===== src/sv/modular_arithmetic_unit_32_macros.svh =====
// Assertion helpers shared by the controller and the datapath.
// Both expect a clock named clk and an active-low reset named rst_n in scope.
`ifndef MODULAR_ARITHMETIC_UNIT_32_MACROS_SVH
`define MODULAR_ARITHMETIC_UNIT_32_MACROS_SVH

// Consequent checked in the same cycle as the antecedent.
`define MAU32_CHECK_NOW(lbl, ante, cons, msg) \
  lbl: assert property (@(posedge clk) disable iff (!rst_n) (ante) |-> (cons)) \
    else $error(msg);

// Consequent checked in the cycle after the antecedent.
`define MAU32_CHECK_NEXT(lbl, ante, cons, msg) \
  lbl: assert property (@(posedge clk) disable iff (!rst_n) (ante) |=> (cons)) \
    else $error(msg);

`endif


===== src/sv/mau32_pkg.sv =====
`timescale 1ns / 1ps

package mau32_pkg;

  localparam int CMD_W     = 3;
  localparam int OPA_W     = 31;
  localparam int OPB_W     = 63;
  localparam int RES_W     = 31;
  localparam int EXP_BITS  = 63;
  localparam int RED_STEPS = OPB_W;
  localparam int CNT_W     = $clog2(RED_STEPS);

  localparam logic [RES_W-1:0] MOD_RESET = RES_W'(1000000007);
  localparam logic [OPB_W-1:0] EXP_MASK  = {OPB_W{1'b1}} >> (OPB_W - EXP_BITS);

  // command codes
  localparam logic [CMD_W-1:0] OP_ADD = 3'd0;
  localparam logic [CMD_W-1:0] OP_SUB = 3'd1;
  localparam logic [CMD_W-1:0] OP_MUL = 3'd2;
  localparam logic [CMD_W-1:0] OP_DIV = 3'd3;
  localparam logic [CMD_W-1:0] OP_NEG = 3'd4;
  localparam logic [CMD_W-1:0] OP_INV = 3'd5;
  localparam logic [CMD_W-1:0] OP_POW = 3'd6;

  // reducer load source
  localparam logic [1:0] SRC_A    = 2'd0;
  localparam logic [1:0] SRC_B    = 2'd1;
  localparam logic [1:0] SRC_PROD = 2'd2;

  // multiplier operand pairs
  localparam logic [1:0] MS_AB     = 2'd0;
  localparam logic [1:0] MS_ACC_SQ = 2'd1;
  localparam logic [1:0] MS_SQ_SQ  = 2'd2;
  localparam logic [1:0] MS_A_ACC  = 2'd3;

  // reducer write-back destinations
  localparam logic [1:0] DST_AR  = 2'd0;
  localparam logic [1:0] DST_BR  = 2'd1;
  localparam logic [1:0] DST_ACC = 2'd2;
  localparam logic [1:0] DST_SQ  = 2'd3;

  typedef struct packed {
    logic             cap;
    logic             red_load;
    logic [1:0]       red_src;
    logic [1:0]       mul_sel;
    logic             red_step;
    logic             wr_en;
    logic [1:0]       wr_dst;
    logic             pow_init;
    logic             pow_base_b;
    logic             pow_fermat;
    logic             exp_shift;
    logic             fin;
    logic [CMD_W-1:0] op;
  } mau32_cmd_t;

  typedef struct packed {
    logic ar_zero;
    logic br_zero;
    logic exp_zero;
    logic exp_lsb;
  } mau32_sts_t;

endpackage


===== src/sv/mau32_dp.sv =====
`timescale 1ns / 1ps

module mau32_dp import mau32_pkg::*; (
  input  logic             clk,
  input  logic             rst_n,
  input  logic             cfg_wr_en,
  input  logic [RES_W-1:0] cfg_wr_data,
  input  logic [OPA_W-1:0] in_operand_a,
  input  logic [OPB_W-1:0] in_operand_b,
  input  mau32_cmd_t       cmd,
  output mau32_sts_t       sts,
  output logic [RES_W-1:0] out_result,
  output logic             out_error
);

  `include "modular_arithmetic_unit_32_macros.svh"

  logic [RES_W-1:0]   modulus_r;
  logic [RES_W-1:0]   m_eff;
  logic               m_one;
  logic [OPB_W-1:0]   b_raw_r;
  logic [RES_W-1:0]   ar_r, br_r, acc_r, sq_r;
  logic [OPB_W-1:0]   exp_r;
  logic [OPB_W-1:0]   val_r;
  logic [RES_W-1:0]   rem_r;
  logic [RES_W-1:0]   result_r;
  logic               error_r;

  logic [RES_W-1:0]   mul_x, mul_y;
  logic [2*RES_W-1:0] prod;
  logic [OPB_W-1:0]   val_load;
  logic [RES_W:0]     rem_t;
  logic [RES_W-1:0]   rem_step;
  logic [RES_W:0]     add_s;
  logic [RES_W-1:0]   res_fin;
  logic               zero_div;
  logic               err_fin;

  assign m_one = (modulus_r < RES_W'(2));
  assign m_eff = m_one ? RES_W'(1) : modulus_r;

  always_ff @(posedge clk) begin
    if (!rst_n) begin
      modulus_r <= MOD_RESET;
    end else if (cfg_wr_en) begin
      modulus_r <= cfg_wr_data;
    end
  end

  // one shared multiplier, registered into the reducer
  always_comb begin
    case (cmd.mul_sel)
      MS_AB:     begin mul_x = ar_r; mul_y = br_r;  end
      MS_ACC_SQ: begin mul_x = acc_r; mul_y = sq_r; end
      MS_SQ_SQ:  begin mul_x = sq_r; mul_y = sq_r;  end
      MS_A_ACC:  begin mul_x = ar_r; mul_y = acc_r; end
      default:   begin mul_x = ar_r; mul_y = br_r;  end
    endcase
    prod = mul_x * mul_y;
  end

  always_comb begin
    case (cmd.red_src)
      SRC_A:    val_load = {{(OPB_W-OPA_W){1'b0}}, in_operand_a};
      SRC_B:    val_load = b_raw_r;
      SRC_PROD: val_load = {{(OPB_W-2*RES_W){1'b0}}, prod};
      default:  val_load = b_raw_r;
    endcase
  end

  // restoring reduction: shift in one bit, subtract the modulus if it fits
  always_comb begin
    rem_t    = {rem_r, val_r[OPB_W-1]};
    rem_step = (rem_t >= {1'b0, m_eff}) ? RES_W'(rem_t - {1'b0, m_eff}) : rem_t[RES_W-1:0];
  end

  always_ff @(posedge clk) begin
    if (cmd.cap) begin
      b_raw_r <= in_operand_b;
    end
    if (cmd.red_load) begin
      val_r <= val_load;
      rem_r <= '0;
    end else if (cmd.red_step) begin
      val_r <= {val_r[OPB_W-2:0], 1'b0};
      rem_r <= rem_step;
    end
    if (cmd.wr_en) begin
      case (cmd.wr_dst)
        DST_AR:  ar_r  <= rem_step;
        DST_BR:  br_r  <= rem_step;
        DST_ACC: acc_r <= rem_step;
        DST_SQ:  sq_r  <= rem_step;
        default: acc_r <= rem_step;
      endcase
    end
    if (cmd.pow_init) begin
      acc_r <= m_one ? RES_W'(0) : RES_W'(1);
      sq_r  <= cmd.pow_base_b ? br_r : ar_r;
      exp_r <= cmd.pow_fermat ? {{(OPB_W-RES_W){1'b0}}, RES_W'(m_eff - RES_W'(2))}
                              : (b_raw_r & EXP_MASK);
    end else if (cmd.exp_shift) begin
      exp_r <= {1'b0, exp_r[OPB_W-1:1]};
    end
    if (cmd.fin) begin
      result_r <= res_fin;
      error_r  <= err_fin;
    end
  end

  always_comb begin
    add_s    = {1'b0, ar_r} + {1'b0, br_r};
    zero_div = ((cmd.op == OP_DIV) && (br_r == '0)) || ((cmd.op == OP_INV) && (ar_r == '0));
    err_fin  = zero_div && !m_one;
    case (cmd.op)
      OP_ADD: res_fin = (add_s >= {1'b0, m_eff}) ? RES_W'(add_s - {1'b0, m_eff})
                                                  : add_s[RES_W-1:0];
      OP_SUB: res_fin = (ar_r >= br_r) ? (ar_r - br_r) : (ar_r + (m_eff - br_r));
      OP_NEG: res_fin = (ar_r == '0) ? RES_W'(0) : (m_eff - ar_r);
      OP_MUL, OP_POW: res_fin = acc_r;
      OP_DIV, OP_INV: res_fin = zero_div ? RES_W'(0) : acc_r;
      default: res_fin = '0;
    endcase
  end

  assign sts.ar_zero  = (ar_r == '0);
  assign sts.br_zero  = (br_r == '0);
  assign sts.exp_zero = (exp_r == '0);
  assign sts.exp_lsb  = exp_r[0];

  assign out_result = result_r;
  assign out_error  = error_r;

  `MAU32_CHECK_NOW(a_rem_below_mod, cmd.red_step, rem_r < m_eff, "partial remainder not reduced")
  `MAU32_CHECK_NEXT(a_result_below_mod, cmd.fin, result_r < m_eff, "result not a residue")
  `MAU32_CHECK_NOW(a_shift_nonzero_exp, cmd.exp_shift, !sts.exp_zero, "exponent shifted after end")

endmodule


===== src/sv/mau32_ctrl.sv =====
`timescale 1ns / 1ps

module mau32_ctrl import mau32_pkg::*; (
  input  logic             clk,
  input  logic             rst_n,
  input  logic             in_valid,
  output logic             in_stall,
  input  logic [CMD_W-1:0] in_command,
  output logic             out_valid,
  input  logic             out_stall,
  input  mau32_sts_t       sts,
  output mau32_cmd_t       cmd
);

  `include "modular_arithmetic_unit_32_macros.svh"

  localparam logic [3:0] S_IDLE    = 4'd0;
  localparam logic [3:0] S_RA      = 4'd1;
  localparam logic [3:0] S_RB      = 4'd2;
  localparam logic [3:0] S_DISP    = 4'd3;
  localparam logic [3:0] S_PW_TEST = 4'd4;
  localparam logic [3:0] S_PW_MA   = 4'd5;
  localparam logic [3:0] S_PW_SQ   = 4'd6;
  localparam logic [3:0] S_FMUL    = 4'd7;
  localparam logic [3:0] S_DONE    = 4'd8;

  logic [3:0]       state_r, state_nxt;
  logic [CNT_W-1:0] cnt_r, cnt_nxt;
  logic [CMD_W-1:0] op_r, op_nxt;
  logic             out_valid_r, out_valid_nxt;
  logic             red_last;

  assign red_last = (cnt_r == CNT_W'(RED_STEPS - 1));

  always_comb begin
    state_nxt = state_r;
    cnt_nxt   = cnt_r;
    op_nxt    = op_r;
    cmd       = '0;
    cmd.op    = op_r;
    case (state_r)
      S_IDLE: begin
        if (in_valid) begin
          cmd.cap      = 1'b1;
          cmd.red_load = 1'b1;
          cmd.red_src  = SRC_A;
          op_nxt       = in_command;
          cnt_nxt      = '0;
          state_nxt    = S_RA;
        end
      end
      S_RA: begin
        cmd.red_step = 1'b1;
        cnt_nxt      = cnt_r + CNT_W'(1);
        if (red_last) begin
          cmd.wr_en    = 1'b1;
          cmd.wr_dst   = DST_AR;
          cmd.red_load = 1'b1;
          cmd.red_src  = SRC_B;
          cnt_nxt      = '0;
          state_nxt    = S_RB;
        end
      end
      S_RB: begin
        cmd.red_step = 1'b1;
        cnt_nxt      = cnt_r + CNT_W'(1);
        if (red_last) begin
          cmd.wr_en  = 1'b1;
          cmd.wr_dst = DST_BR;
          cnt_nxt    = '0;
          state_nxt  = S_DISP;
        end
      end
      S_DISP: begin
        cnt_nxt = '0;
        case (op_r)
          OP_MUL: begin
            cmd.red_load = 1'b1;
            cmd.red_src  = SRC_PROD;
            cmd.mul_sel  = MS_AB;
            state_nxt    = S_FMUL;
          end
          OP_DIV: begin
            if (sts.br_zero) begin
              state_nxt = S_DONE;
            end else begin
              cmd.pow_init   = 1'b1;
              cmd.pow_base_b = 1'b1;
              cmd.pow_fermat = 1'b1;
              state_nxt      = S_PW_TEST;
            end
          end
          OP_INV: begin
            if (sts.ar_zero) begin
              state_nxt = S_DONE;
            end else begin
              cmd.pow_init   = 1'b1;
              cmd.pow_fermat = 1'b1;
              state_nxt      = S_PW_TEST;
            end
          end
          OP_POW: begin
            cmd.pow_init = 1'b1;
            state_nxt    = S_PW_TEST;
          end
          default: state_nxt = S_DONE;
        endcase
      end
      S_PW_TEST: begin
        cnt_nxt      = '0;
        cmd.red_load = 1'b1;
        cmd.red_src  = SRC_PROD;
        if (sts.exp_zero) begin
          // divide still needs the dividend times the inverse
          if (op_r == OP_DIV) begin
            cmd.mul_sel = MS_A_ACC;
            state_nxt   = S_FMUL;
          end else begin
            cmd.red_load = 1'b0;
            state_nxt    = S_DONE;
          end
        end else if (sts.exp_lsb) begin
          cmd.mul_sel = MS_ACC_SQ;
          state_nxt   = S_PW_MA;
        end else begin
          cmd.mul_sel = MS_SQ_SQ;
          state_nxt   = S_PW_SQ;
        end
      end
      S_PW_MA: begin
        cmd.red_step = 1'b1;
        cnt_nxt      = cnt_r + CNT_W'(1);
        if (red_last) begin
          cmd.wr_en    = 1'b1;
          cmd.wr_dst   = DST_ACC;
          cmd.red_load = 1'b1;
          cmd.red_src  = SRC_PROD;
          cmd.mul_sel  = MS_SQ_SQ;
          cnt_nxt      = '0;
          state_nxt    = S_PW_SQ;
        end
      end
      S_PW_SQ: begin
        cmd.red_step = 1'b1;
        cnt_nxt      = cnt_r + CNT_W'(1);
        if (red_last) begin
          cmd.wr_en     = 1'b1;
          cmd.wr_dst    = DST_SQ;
          cmd.exp_shift = 1'b1;
          cnt_nxt       = '0;
          state_nxt     = S_PW_TEST;
        end
      end
      S_FMUL: begin
        cmd.red_step = 1'b1;
        cnt_nxt      = cnt_r + CNT_W'(1);
        if (red_last) begin
          cmd.wr_en  = 1'b1;
          cmd.wr_dst = DST_ACC;
          cnt_nxt    = '0;
          state_nxt  = S_DONE;
        end
      end
      S_DONE: begin
        // hold until the output register is free or being drained
        if (!out_valid_r || !out_stall) begin
          cmd.fin   = 1'b1;
          state_nxt = S_IDLE;
        end
      end
      default: state_nxt = S_IDLE;
    endcase
  end

  always_comb begin
    if (cmd.fin) begin
      out_valid_nxt = 1'b1;
    end else if (out_valid_r && !out_stall) begin
      out_valid_nxt = 1'b0;
    end else begin
      out_valid_nxt = out_valid_r;
    end
  end

  always_ff @(posedge clk) begin
    if (!rst_n) begin
      state_r     <= S_IDLE;
      cnt_r       <= '0;
      op_r        <= OP_ADD;
      out_valid_r <= 1'b0;
    end else begin
      state_r     <= state_nxt;
      cnt_r       <= cnt_nxt;
      op_r        <= op_nxt;
      out_valid_r <= out_valid_nxt;
    end
  end

  assign in_stall  = (state_r != S_IDLE);
  assign out_valid = out_valid_r;

  `MAU32_CHECK_NOW(a_cnt_in_range, 1'b1, cnt_r < CNT_W'(RED_STEPS), "step count overran")
  `MAU32_CHECK_NEXT(a_fin_sets_valid, cmd.fin, out_valid_r, "result transfer lost")
  `MAU32_CHECK_NOW(a_wb_on_last, cmd.wr_en, cmd.red_step && red_last, "early write-back")

endmodule


===== src/sv/modular_arithmetic_unit_32.sv =====
// Modular arithmetic unit: add, subtract, multiply, divide, negate, inverse
// and power of residues over the programmable modulus (inverse by Fermat).
// Input channel in_valid/in_stall carries command, operand_a, operand_b;
// result channel out_valid/out_stall carries result and error. A transfer
// happens on a clock edge with valid high and stall low. cfg_wr_en writes
// the modulus from cfg_wr_data; write only while the unit is idle.
// One item is worked at a time. Every operand reduction and every modular
// product runs through a bit-serial shift-subtract reducer, fed by one
// 31x31 multiplier. Inverse is worked as a power with exponent modulus-2;
// divide is that inverse of operand_b multiplied by the reduced operand_a.
// in_stall drops on the edge that loads the result, so the next item may
// transfer in the following cycle. A finished result waits in the output
// register while out_stall is high; the unit holds in its last state
// until the register drains. Reset (rst_n, synchronous, low) empties
// the output, returns to idle and sets the modulus to 1000000007; no
// clearing pass.
`timescale 1ns / 1ps

module modular_arithmetic_unit_32 import mau32_pkg::*; (
  input  logic             clk,
  input  logic             rst_n,
  input  logic             in_valid,
  output logic             in_stall,
  input  logic [CMD_W-1:0] in_command,
  input  logic [OPA_W-1:0] in_operand_a,
  input  logic [OPB_W-1:0] in_operand_b,
  output logic             out_valid,
  input  logic             out_stall,
  output logic [RES_W-1:0] out_result,
  output logic             out_error,
  input  logic             cfg_wr_en,
  input  logic [RES_W-1:0] cfg_wr_data
);

  mau32_cmd_t dp_cmd;
  mau32_sts_t dp_sts;

  mau32_ctrl u_ctrl (
    .clk        (clk),
    .rst_n      (rst_n),
    .in_valid   (in_valid),
    .in_stall   (in_stall),
    .in_command (in_command),
    .out_valid  (out_valid),
    .out_stall  (out_stall),
    .sts        (dp_sts),
    .cmd        (dp_cmd)
  );

  mau32_dp u_dp (
    .clk          (clk),
    .rst_n        (rst_n),
    .cfg_wr_en    (cfg_wr_en),
    .cfg_wr_data  (cfg_wr_data),
    .in_operand_a (in_operand_a),
    .in_operand_b (in_operand_b),
    .cmd          (dp_cmd),
    .sts          (dp_sts),
    .out_result   (out_result),
    .out_error    (out_error)
  );

endmodule


===== config.mk =====
export PLATFORM = sky130hd
export DESIGN_NAME = modular_arithmetic_unit_32
export DESIGN_NICKNAME = d
export VERILOG_FILES = /design/src/sv/mau32_pkg.sv /design/src/sv/mau32_dp.sv /design/src/sv/mau32_ctrl.sv /design/src/sv/modular_arithmetic_unit_32.sv
export VERILOG_INCLUDE_DIRS = /design/src /design/src/sv
export SDC_FILE = /design/constraint.sdc
export NUM_CORES = 2
export LEC_CHECK = 0
export BUFFER_PORTS_ARGS = -buffer_cell sky130_fd_sc_hd__buf_2
export CORE_MARGIN = 8
export CORE_UTILIZATION = 40
export CTS_CLUSTER_DIAMETER = 120
export DETAILED_ROUTE_END_ITERATION = 16
export PLACE_DENSITY = 0.62
export SYNTH_ARGS = -nofsm -noshare
export SYNTH_HDL_FRONTEND = slang
export SYNTH_SLANG_ARGS = --single-unit

===== constraint.sdc =====
create_clock -name clk -period 20.4 [get_ports clk]
set_input_delay 2.04 -clock clk [delete_from_list [all_inputs] [get_ports clk]]
set_output_delay 2.04 -clock clk [all_outputs]
set_load 0.02 [all_outputs]

# Word level (Yosys, flattened, before mapping)
# Cells that the tools add are included.
[classes] add_sub_neg=9 n_mul=1 div_mod_pow=0 order_cmp=4 n_eq_ne=29 shift=0 n_mux=68 n_bitwise=0 reduce_logical=39
[op_table] cell="$mux 31" n=13
[op_table] cell="$mux 63" n=5
[op_table] cell="$pmux 31 s3" n=2
[op_table] cell="$pmux 31 s5" n=1
[op_table] cell="$sub 31x31->31" n=5
[op_table] cell="$pmux 63 s2" n=1
[op_table] cell="$ge 32x31->1" n=2
[op_table] cell="$logic_not 63->1" n=1
[op_table] cell="$logic_not 31->1" n=2
[op_table] cell="$mul 31x31->62" n=1
[op_table] cell="$mux 4" n=12
[op_table] cell="$pmux 4 s9" n=1
[op_table] cell="$add 31x31->32" n=1
[op_table] cell="$pmux 4 s4" n=2
[op_table] cell="$add 31x31->31" n=1
[op_table] cell="$ge 31x31->1" n=1
[op_table] cell="$lt 31x2->1 const B" n=1
[op_table] cell="$sub 31x2->31 const B" n=1
[op_table] cell="$mux 3" n=6
[op_table] cell="$pmux 6 s3" n=1
[op_table] cell="$eq 4x3->1 const B" n=4
[op_table] cell="$pmux 3 s5" n=1
[op_table] cell="$mux 1" n=12
[op_table] cell="$mux 6" n=2
[op_table] cell="other kinds (30)" n=71
[totals] reg_bits=421 latch_bits=0 mem_bits_rw=0 romBits=0 in_bits=133 elab_cells=165 n_memories=0

# Depth between registers and ports, before layout
[logic_depth] word_depth=10 depth_mapped=41 mapped_depth_nobuf=37

# Modules after synthesis
# A second synthesis with hierarchy kept.
[hier_totals] cells_unflattened=6782 area_unflattened_um2=60993.5
[modules_own_cells] module="mau32_dp" instances=1 cells_per_inst=6655 area_each_um2=60032.6
[modules_own_cells] module="mau32_ctrl" instances=1 cells_per_inst=127 area_each_um2=960.9

# Worst setup path after synthesis
# Ideal clock, no wire load.
[synth_timing] kind="register to register" from="reg u_dp.exp_r[16]" to="reg u_dp.val_r[54], data pin" setup_time_ns=0.266 t_arrival_ns=9.336 setup_slack_ns=10.798 path_stages_with_launch=40 path_buffers=4 period_less_slack_ns=9.602 cell_sequence="edfxtp_1 -> nor4_1 -> nand4_1 -> nor4_1 -> nand2_1 -> nand3_1 -> nor2_1 -> a21oi_1 -> inv_1 -> ha_1 -> buf_1 -> a22oi_1 -> o21a_1 -> clkbuf_1 -> buf_1 -> nor2_1 -> fa_1 -> fa_1 -> [... 4 more ...] -> fa_1 -> inv_1 -> fa_1 -> inv_1 -> fa_1 -> fa_1 -> ha_1 -> clkbuf_1 -> a21oi_1 -> o21bai_1 -> a211oi_1 -> a221oi_1 -> a311oi_1 -> a21oi_1 -> o31a_1 -> a311o_1 -> xnor2_1 -> o21ai_1"
[synth_between] elab_chain_len=9 word_cells_on_any_way=16 classes_between="mul (1); eq/ne (3); mux (8); reduce/logical (4)"
[synth_lines] element="start: declaration" line="mau32_dp.sv:23" text="logic [OPB_W-1:0] exp_r;"
[synth_lines] element="start signal: assignment" line="mau32_dp.sv:100" text="exp_r <= cmd.pow_fermat ? {{(OPB_W-RES_W){1'b0}}, RES_W'(m_eff - RES_W'(2))}"
[synth_lines] element="start signal: assignment" line="mau32_dp.sv:103" text="exp_r <= {1'b0, exp_r[OPB_W-1:1]};"
[synth_lines] element="$logic_not 63->1 (*)" line="mau32_dp.sv:128" text="assign sts.exp_zero = (exp_r == '0);"
[synth_lines] element="$mux 2" line="mau32_ctrl.sv:113" text="if (sts.exp_zero) begin"
[synth_lines] element="$pmux 2 s3" line="mau32_ctrl.sv:41" text="case (state_r)"
[synth_lines] element="$eq 2x2->1 (tied with other cells)" line="mau32_dp.sv:52" text="case (cmd.mul_sel)"
[synth_lines] element="$reduce_or 2->1 (no source line)"
[synth_lines] element="$pmux 31 s3" line="mau32_dp.sv:52"
[synth_lines] element="$mul 31x31->62" line="mau32_dp.sv:59" text="prod = mul_x * mul_y;"
[synth_lines] element="$pmux 63 s2" line="mau32_dp.sv:63" text="case (cmd.red_src)"
[synth_lines] element="$mux 63 (*)" line="mau32_dp.sv:81" text="if (cmd.red_load) begin"
[synth_lines] element="end signal: assignment" line="mau32_dp.sv:82" text="val_r <= val_load;"
[synth_lines] element="end signal: assignment" line="mau32_dp.sv:85" text="val_r <= {val_r[OPB_W-2:0], 1'b0};"
[synth_lines] element="end: declaration" line="mau32_dp.sv:24" text="logic [OPB_W-1:0] val_r;"
# Mark *: on every way between the ends. The rest lies on a longest branch, timed or not.
# A chain may end at the register's enable or synchronous reset.

# Worst setup path in the final report
[layout_timing] from="reg u_dp.exp_r[0]" to="reg u_dp.val_r[56], data pin"
[layout_between] elab_chain_len=9 word_cells_on_any_way=17 classes_between="mul (1); eq/ne (3); mux (9); reduce/logical (4)"
[layout_lines] element="$logic_not 63->1 or $mux 2 (tied branches)" line="mau32_dp.sv:128, mau32_ctrl.sv:122"
[layout_lines] element="$mux 2" line="mau32_ctrl.sv:113"
[layout_lines] element="$pmux 2 s3" line="mau32_ctrl.sv:41"
[layout_lines] element="$eq 2x2->1 (tied with other cells)" line="mau32_dp.sv:52"
[layout_lines] element="$reduce_or 2->1 (no source line)"
[layout_lines] element="$pmux 31 s3" line="mau32_dp.sv:52"
[layout_lines] element="$mul 31x31->62" line="mau32_dp.sv:59"
[layout_lines] element="$pmux 63 s2" line="mau32_dp.sv:63"
[layout_lines] element="$mux 63 (*)" line="mau32_dp.sv:81"
# Marks and branches as above.

==> flow_metrics.tcl <==
set metrics [dict create \
    combinational_family_with_the_most_area_after_synthesis "adder cells" \
    power.net_switching_mw 1.94 \
    gr-usage-met3_pct 7.70 \
    result_of_the_run "finished, final reports clean" \
    routabilityCongestion 1.03 \
    final_layout_size_suffix_gt1_share_pct 6.60 \
    cts_repair_resize_count 0 \
    buffer_ports.inserted 166 \
    p_int_mw 2.51 \
    dp_hpwl_um 183000 \
    synth-simple-area-share_pct 14.8 \
    met2_usage_in_global_routing_pct 41.3 \
    worst_path_max_delay_cell "o21a_1" \
    cts_inserted_buffers 48 \
    final.period_utilization_pct 59.2 \
    die_y_um 407 \
    placed_cell_area_sq_mm 0.0641 \
    detailedPlace.worstSlack_ns 8.49 \
    avgRoutedWirePerCell_um 25.9 \
    start_util_pct 40.2 \
    antenna_violating_nets_post_route 0 \
    reg2reg_depth 32 \
    finalWirelength_um 232000 \
    timing.clock.skew_ns 0.0315 \
    synth-xor-area-share_pct 3.18 \
    syn-cell-area_sq_mm 0.0611 \
    drt-vias-per-instance 5.84 \
    synth_area_leader_cell "fa_1" \
    synth_edf_count 345 \
    grt_max_degree 101 \
    yosys.area_share.adder_pct 37.7 \
    grt_busiest_layer "met2" \
    top_cells_by_area_in_the_synthesized_netlist "fa_1 29%, edfxtp_1 17%, ha_1 9.1%" \
    worstSetupEndpoint "u_dp.val_r[56]" \
    power.sequential.fraction_pct 29.2 \
    switching_share_pct 43.6 \
    powerDensity_mw_per_mm2 67.7 \
    comb_power_share_pct 50.7 \
    r2r_start "u_dp.exp_r[0]" \
    synth_area_per_cell_sq_um 8.81 \
    crit_path_start_kind "register" \
    synthesis.nets 8390 \
    synth_top_area_share_pct 28.6 \
    finalHoldViolCount 0 \
    floorplan.io_pins 167 \
    synth_flop_cell "edfxtp_1" \
    coreArea_sq_mm 0.152 \
    timing.final.setup_violations 0 \
    regToRegEndpoint "u_dp.val_r[56]" \
    groute.usage.overall_pct 27.5 \
    cts.repair_timing.setup_buffer_count 0 \
    slew_headroom_pct 14.0 \
    route.vias.total 52300 \
    postSynth.asyncResetShare_pct 0 \
    rows 143 \
    syn2layout_area_growth_pct 7.53 \
    timing.final.max_slew_violations 0 \
    chipWidth_um 407 \
    postLayoutCellArea_sq_mm 0.0657 \
    max_clock_freq_mhz 82.7 \
    fin_crit_ns 12.08 \
    drt-initial-drc-count 5846 \
    vias_in_the_first_global_route 52400 \
    worst_hold_class "register to register" \
    grt_util_met1_pct 36.8 \
    grt_overflow 0 \
    synth_warnings 0 \
    die_area_sq_mm 0.166 \
    postLayoutCoreUtil_pct 43.3 \
    synthesized_area_fraction_occupied_by_ao_oa_aoi_and_oai_cells_pct 14.5 \
    firstDrtPassIters 6 \
    worst_ir_drop_vdd_uv 87.7 \
    totalNegativeSetupSlack_ns 0 \
    fillerInstances 15100 \
    hold_buffers 0 \
    clk_pin_slew_worst_paths_ns 0.07 \
    synth.area.mux_share_pct 1.60 \
    layout.nets 8340 \
    crit_path_most_repeated_cell "fa_1" \
    crit_path_end_kind "register" \
    worstSetupPathType "register to register" \
    share_clk_of_total_power_pct 20.1 \
    cts_root_buffer "clkbuf_16" \
    antenna_found_initial 8 \
    cts_tree "done" \
    cts_num_sinks 421 \
    max-clock-path-buffers 3 \
    cellLeakagePower_nw 30.0 \
    cpPeakStageDelay_ns 1.11 \
    fin_ws_ns 8.32 \
    timing.critical_path.buf_inv 3 \
    rsz0062_at_grt "no" \
    post_synth_num_cell_types 101 \
    required_ns 20.74 \
    seq_total_area_yosys_pct 19.4 \
    synth_cells 6938 \
    worst_path_dominant_cell_family "adder cells" \
    worst-path-stages 32 \
    critical_path.max_fanout 80 \
    drv_cap 0 \
    number_of_flip_flops_and_latches_in_the_synthesized_netlist 421 \
    totalPowerFinal_mw 4.45 \
    r2r_slack_ns 8.32 \
    drc 0 \
    clock_tree.htree_level_count 2 \
    clk-insertion-delay-late_ns 0.62 \
    worst_ep_arrival_time_ns 12.42 \
    first_pass_grt_wire_length_um 342000 \
    tightestPinTransition_ns 1.29 \
    timing.critical_path.from "u_dp.exp_r[0]" \
]
==> registers in the layout (all words and copies together), names as in the netlist <==
signal / count
u_dp.acc_r: 31
u_dp.br_r: 31
u_dp.ar_r: 31
u_ctrl.op_r: 3
u_ctrl.out_valid: 1
u_dp.out_error: 1
u_dp.out_result: 31
u_dp.exp_r: 63
u_dp.rem_r: 31
u_dp.b_raw_r: 63
u_dp.val_r: 63
u_ctrl.cnt_r: 6
u_ctrl.state_r: 4
u_dp.modulus_r: 31
u_dp.sq_r: 31
==> cell usage in the layout (no fill, tap or decap), types with 76 or more instances in the layout <==
cell type	n
a21o_1	123
a21oi_1	286
a22oi_1	85
buf_2	166
buf_4	119
dfxtp_1	76
edfxtp_1	345
fa_1	872
ha_1	445
inv_1	1027
mux2i_1	84
nand2_1	867
nor2_1	771
o21a_1	86
o21ai_0	243
o21ai_1	93
xnor2_1	172
==> final cells by class <==
cell class | count | area [sq um] | share of cell area [%]
Clock buffer | 65 | 1370 | 2.08
Tap cell | 2030 | 2540 | 3.86
Multi-Input combinational cell | 5099 | 44100 | 67.1
Inverter | 1033 | 3880 | 5.90
Antenna cell | 7 | 17.5 | 0.0266
Clock inverter | 22 | 211 | 0.322
Sequential cell | 421 | 11900 | 18.1
Timing Repair Buffer | 285 | 1720 | 2.62
==> cell families after synthesis <==
family | Yosys count
flops | 421
buf+inv | 1418
compound gates | 1352
fa+ha+maj | 1319
xor+xnor | 222
simple gates | 2110
mux | 96
==> worst register-to-register path: cells and delay by family (launching register included) <==
family                   cells  cell delay [ns]
XOR/XNOR                     1             0.17
AND/OR/NAND/NOR             10             2.33
buffers and inverters        3             0.79
flip-flops                   1             0.44
AO/OA/AOI/OAI                8             3.31
adder cells (fa/ha/maj)     10             4.79
==> metal layers <==
layer  vias up  wire, um
met5         -        55
met4         8     13400
met3       597     27300
met2      3073     99200
met1     25900     92200
li1      22700         -
==> worst min path at each step <==
stage	endpoint	slack (ns)	cells after the start	start
5_1_grt	u_dp.rem_r[0]	0.51	2	u_dp.rem_r[0]
6_report	u_dp.rem_r[0]	0.49	2	u_dp.rem_r[0]
4_1_cts	u_dp.rem_r[0]	0.48	2	u_dp.rem_r[0]
2_1_floorplan	u_dp.modulus_r[0]	0.44	2	u_dp.modulus_r[0]
3_5_place_dp	u_dp.rem_r[0]	0.48	2	u_dp.rem_r[0]
3_3_place_gp	u_dp.rem_r[0]	0.47	2	u_dp.rem_r[0]
==> Yosys cell counts (48+ instances only) <==
| master | instances |
|---|---|
| inv_1 | 1028 |
| fa_1 | 872 |
| nand2_1 | 868 |
| nor2_1 | 773 |
| ha_1 | 447 |
| edfxtp_1 | 345 |
| clkbuf_1 | 339 |
| a21oi_1 | 296 |
| o21ai_0 | 265 |
| xnor2_1 | 172 |
| a21o_1 | 123 |
| o21ai_1 | 87 |
| o21a_1 | 86 |
| a22oi_1 | 85 |
| mux2i_1 | 84 |
| dfxtp_1 | 76 |
| nor2b_1 | 67 |
| nand3_1 | 64 |
| nor3_1 | 64 |
| o211ai_1 | 64 |
| a211oi_1 | 58 |
| xor2_1 | 50 |
| nor4_1 | 48 |
==> power by group through the flow <==
stage               Combinational, mW  Clock [mW]  Sequential [mW]
floorplan                        1.49           0             1.27
global placement                 2.15           0             1.31
detailed placement               2.17           0             1.31
CTS                              2.19       0.907             1.30
global route                     2.44       0.934             1.31
finish                           2.26       0.895             1.30
==> per-stage QoR <==
step | std cells | hold WS [ns]
finish | 8962 | 0.488
CTS | 8955 | 0.483
global placement | 8868 | 0.471
floorplan | 6938 | 0.442
detailed placement | 8868 | 0.475
global route | 8955 | 0.510
(Power assumes the default switching activity.)
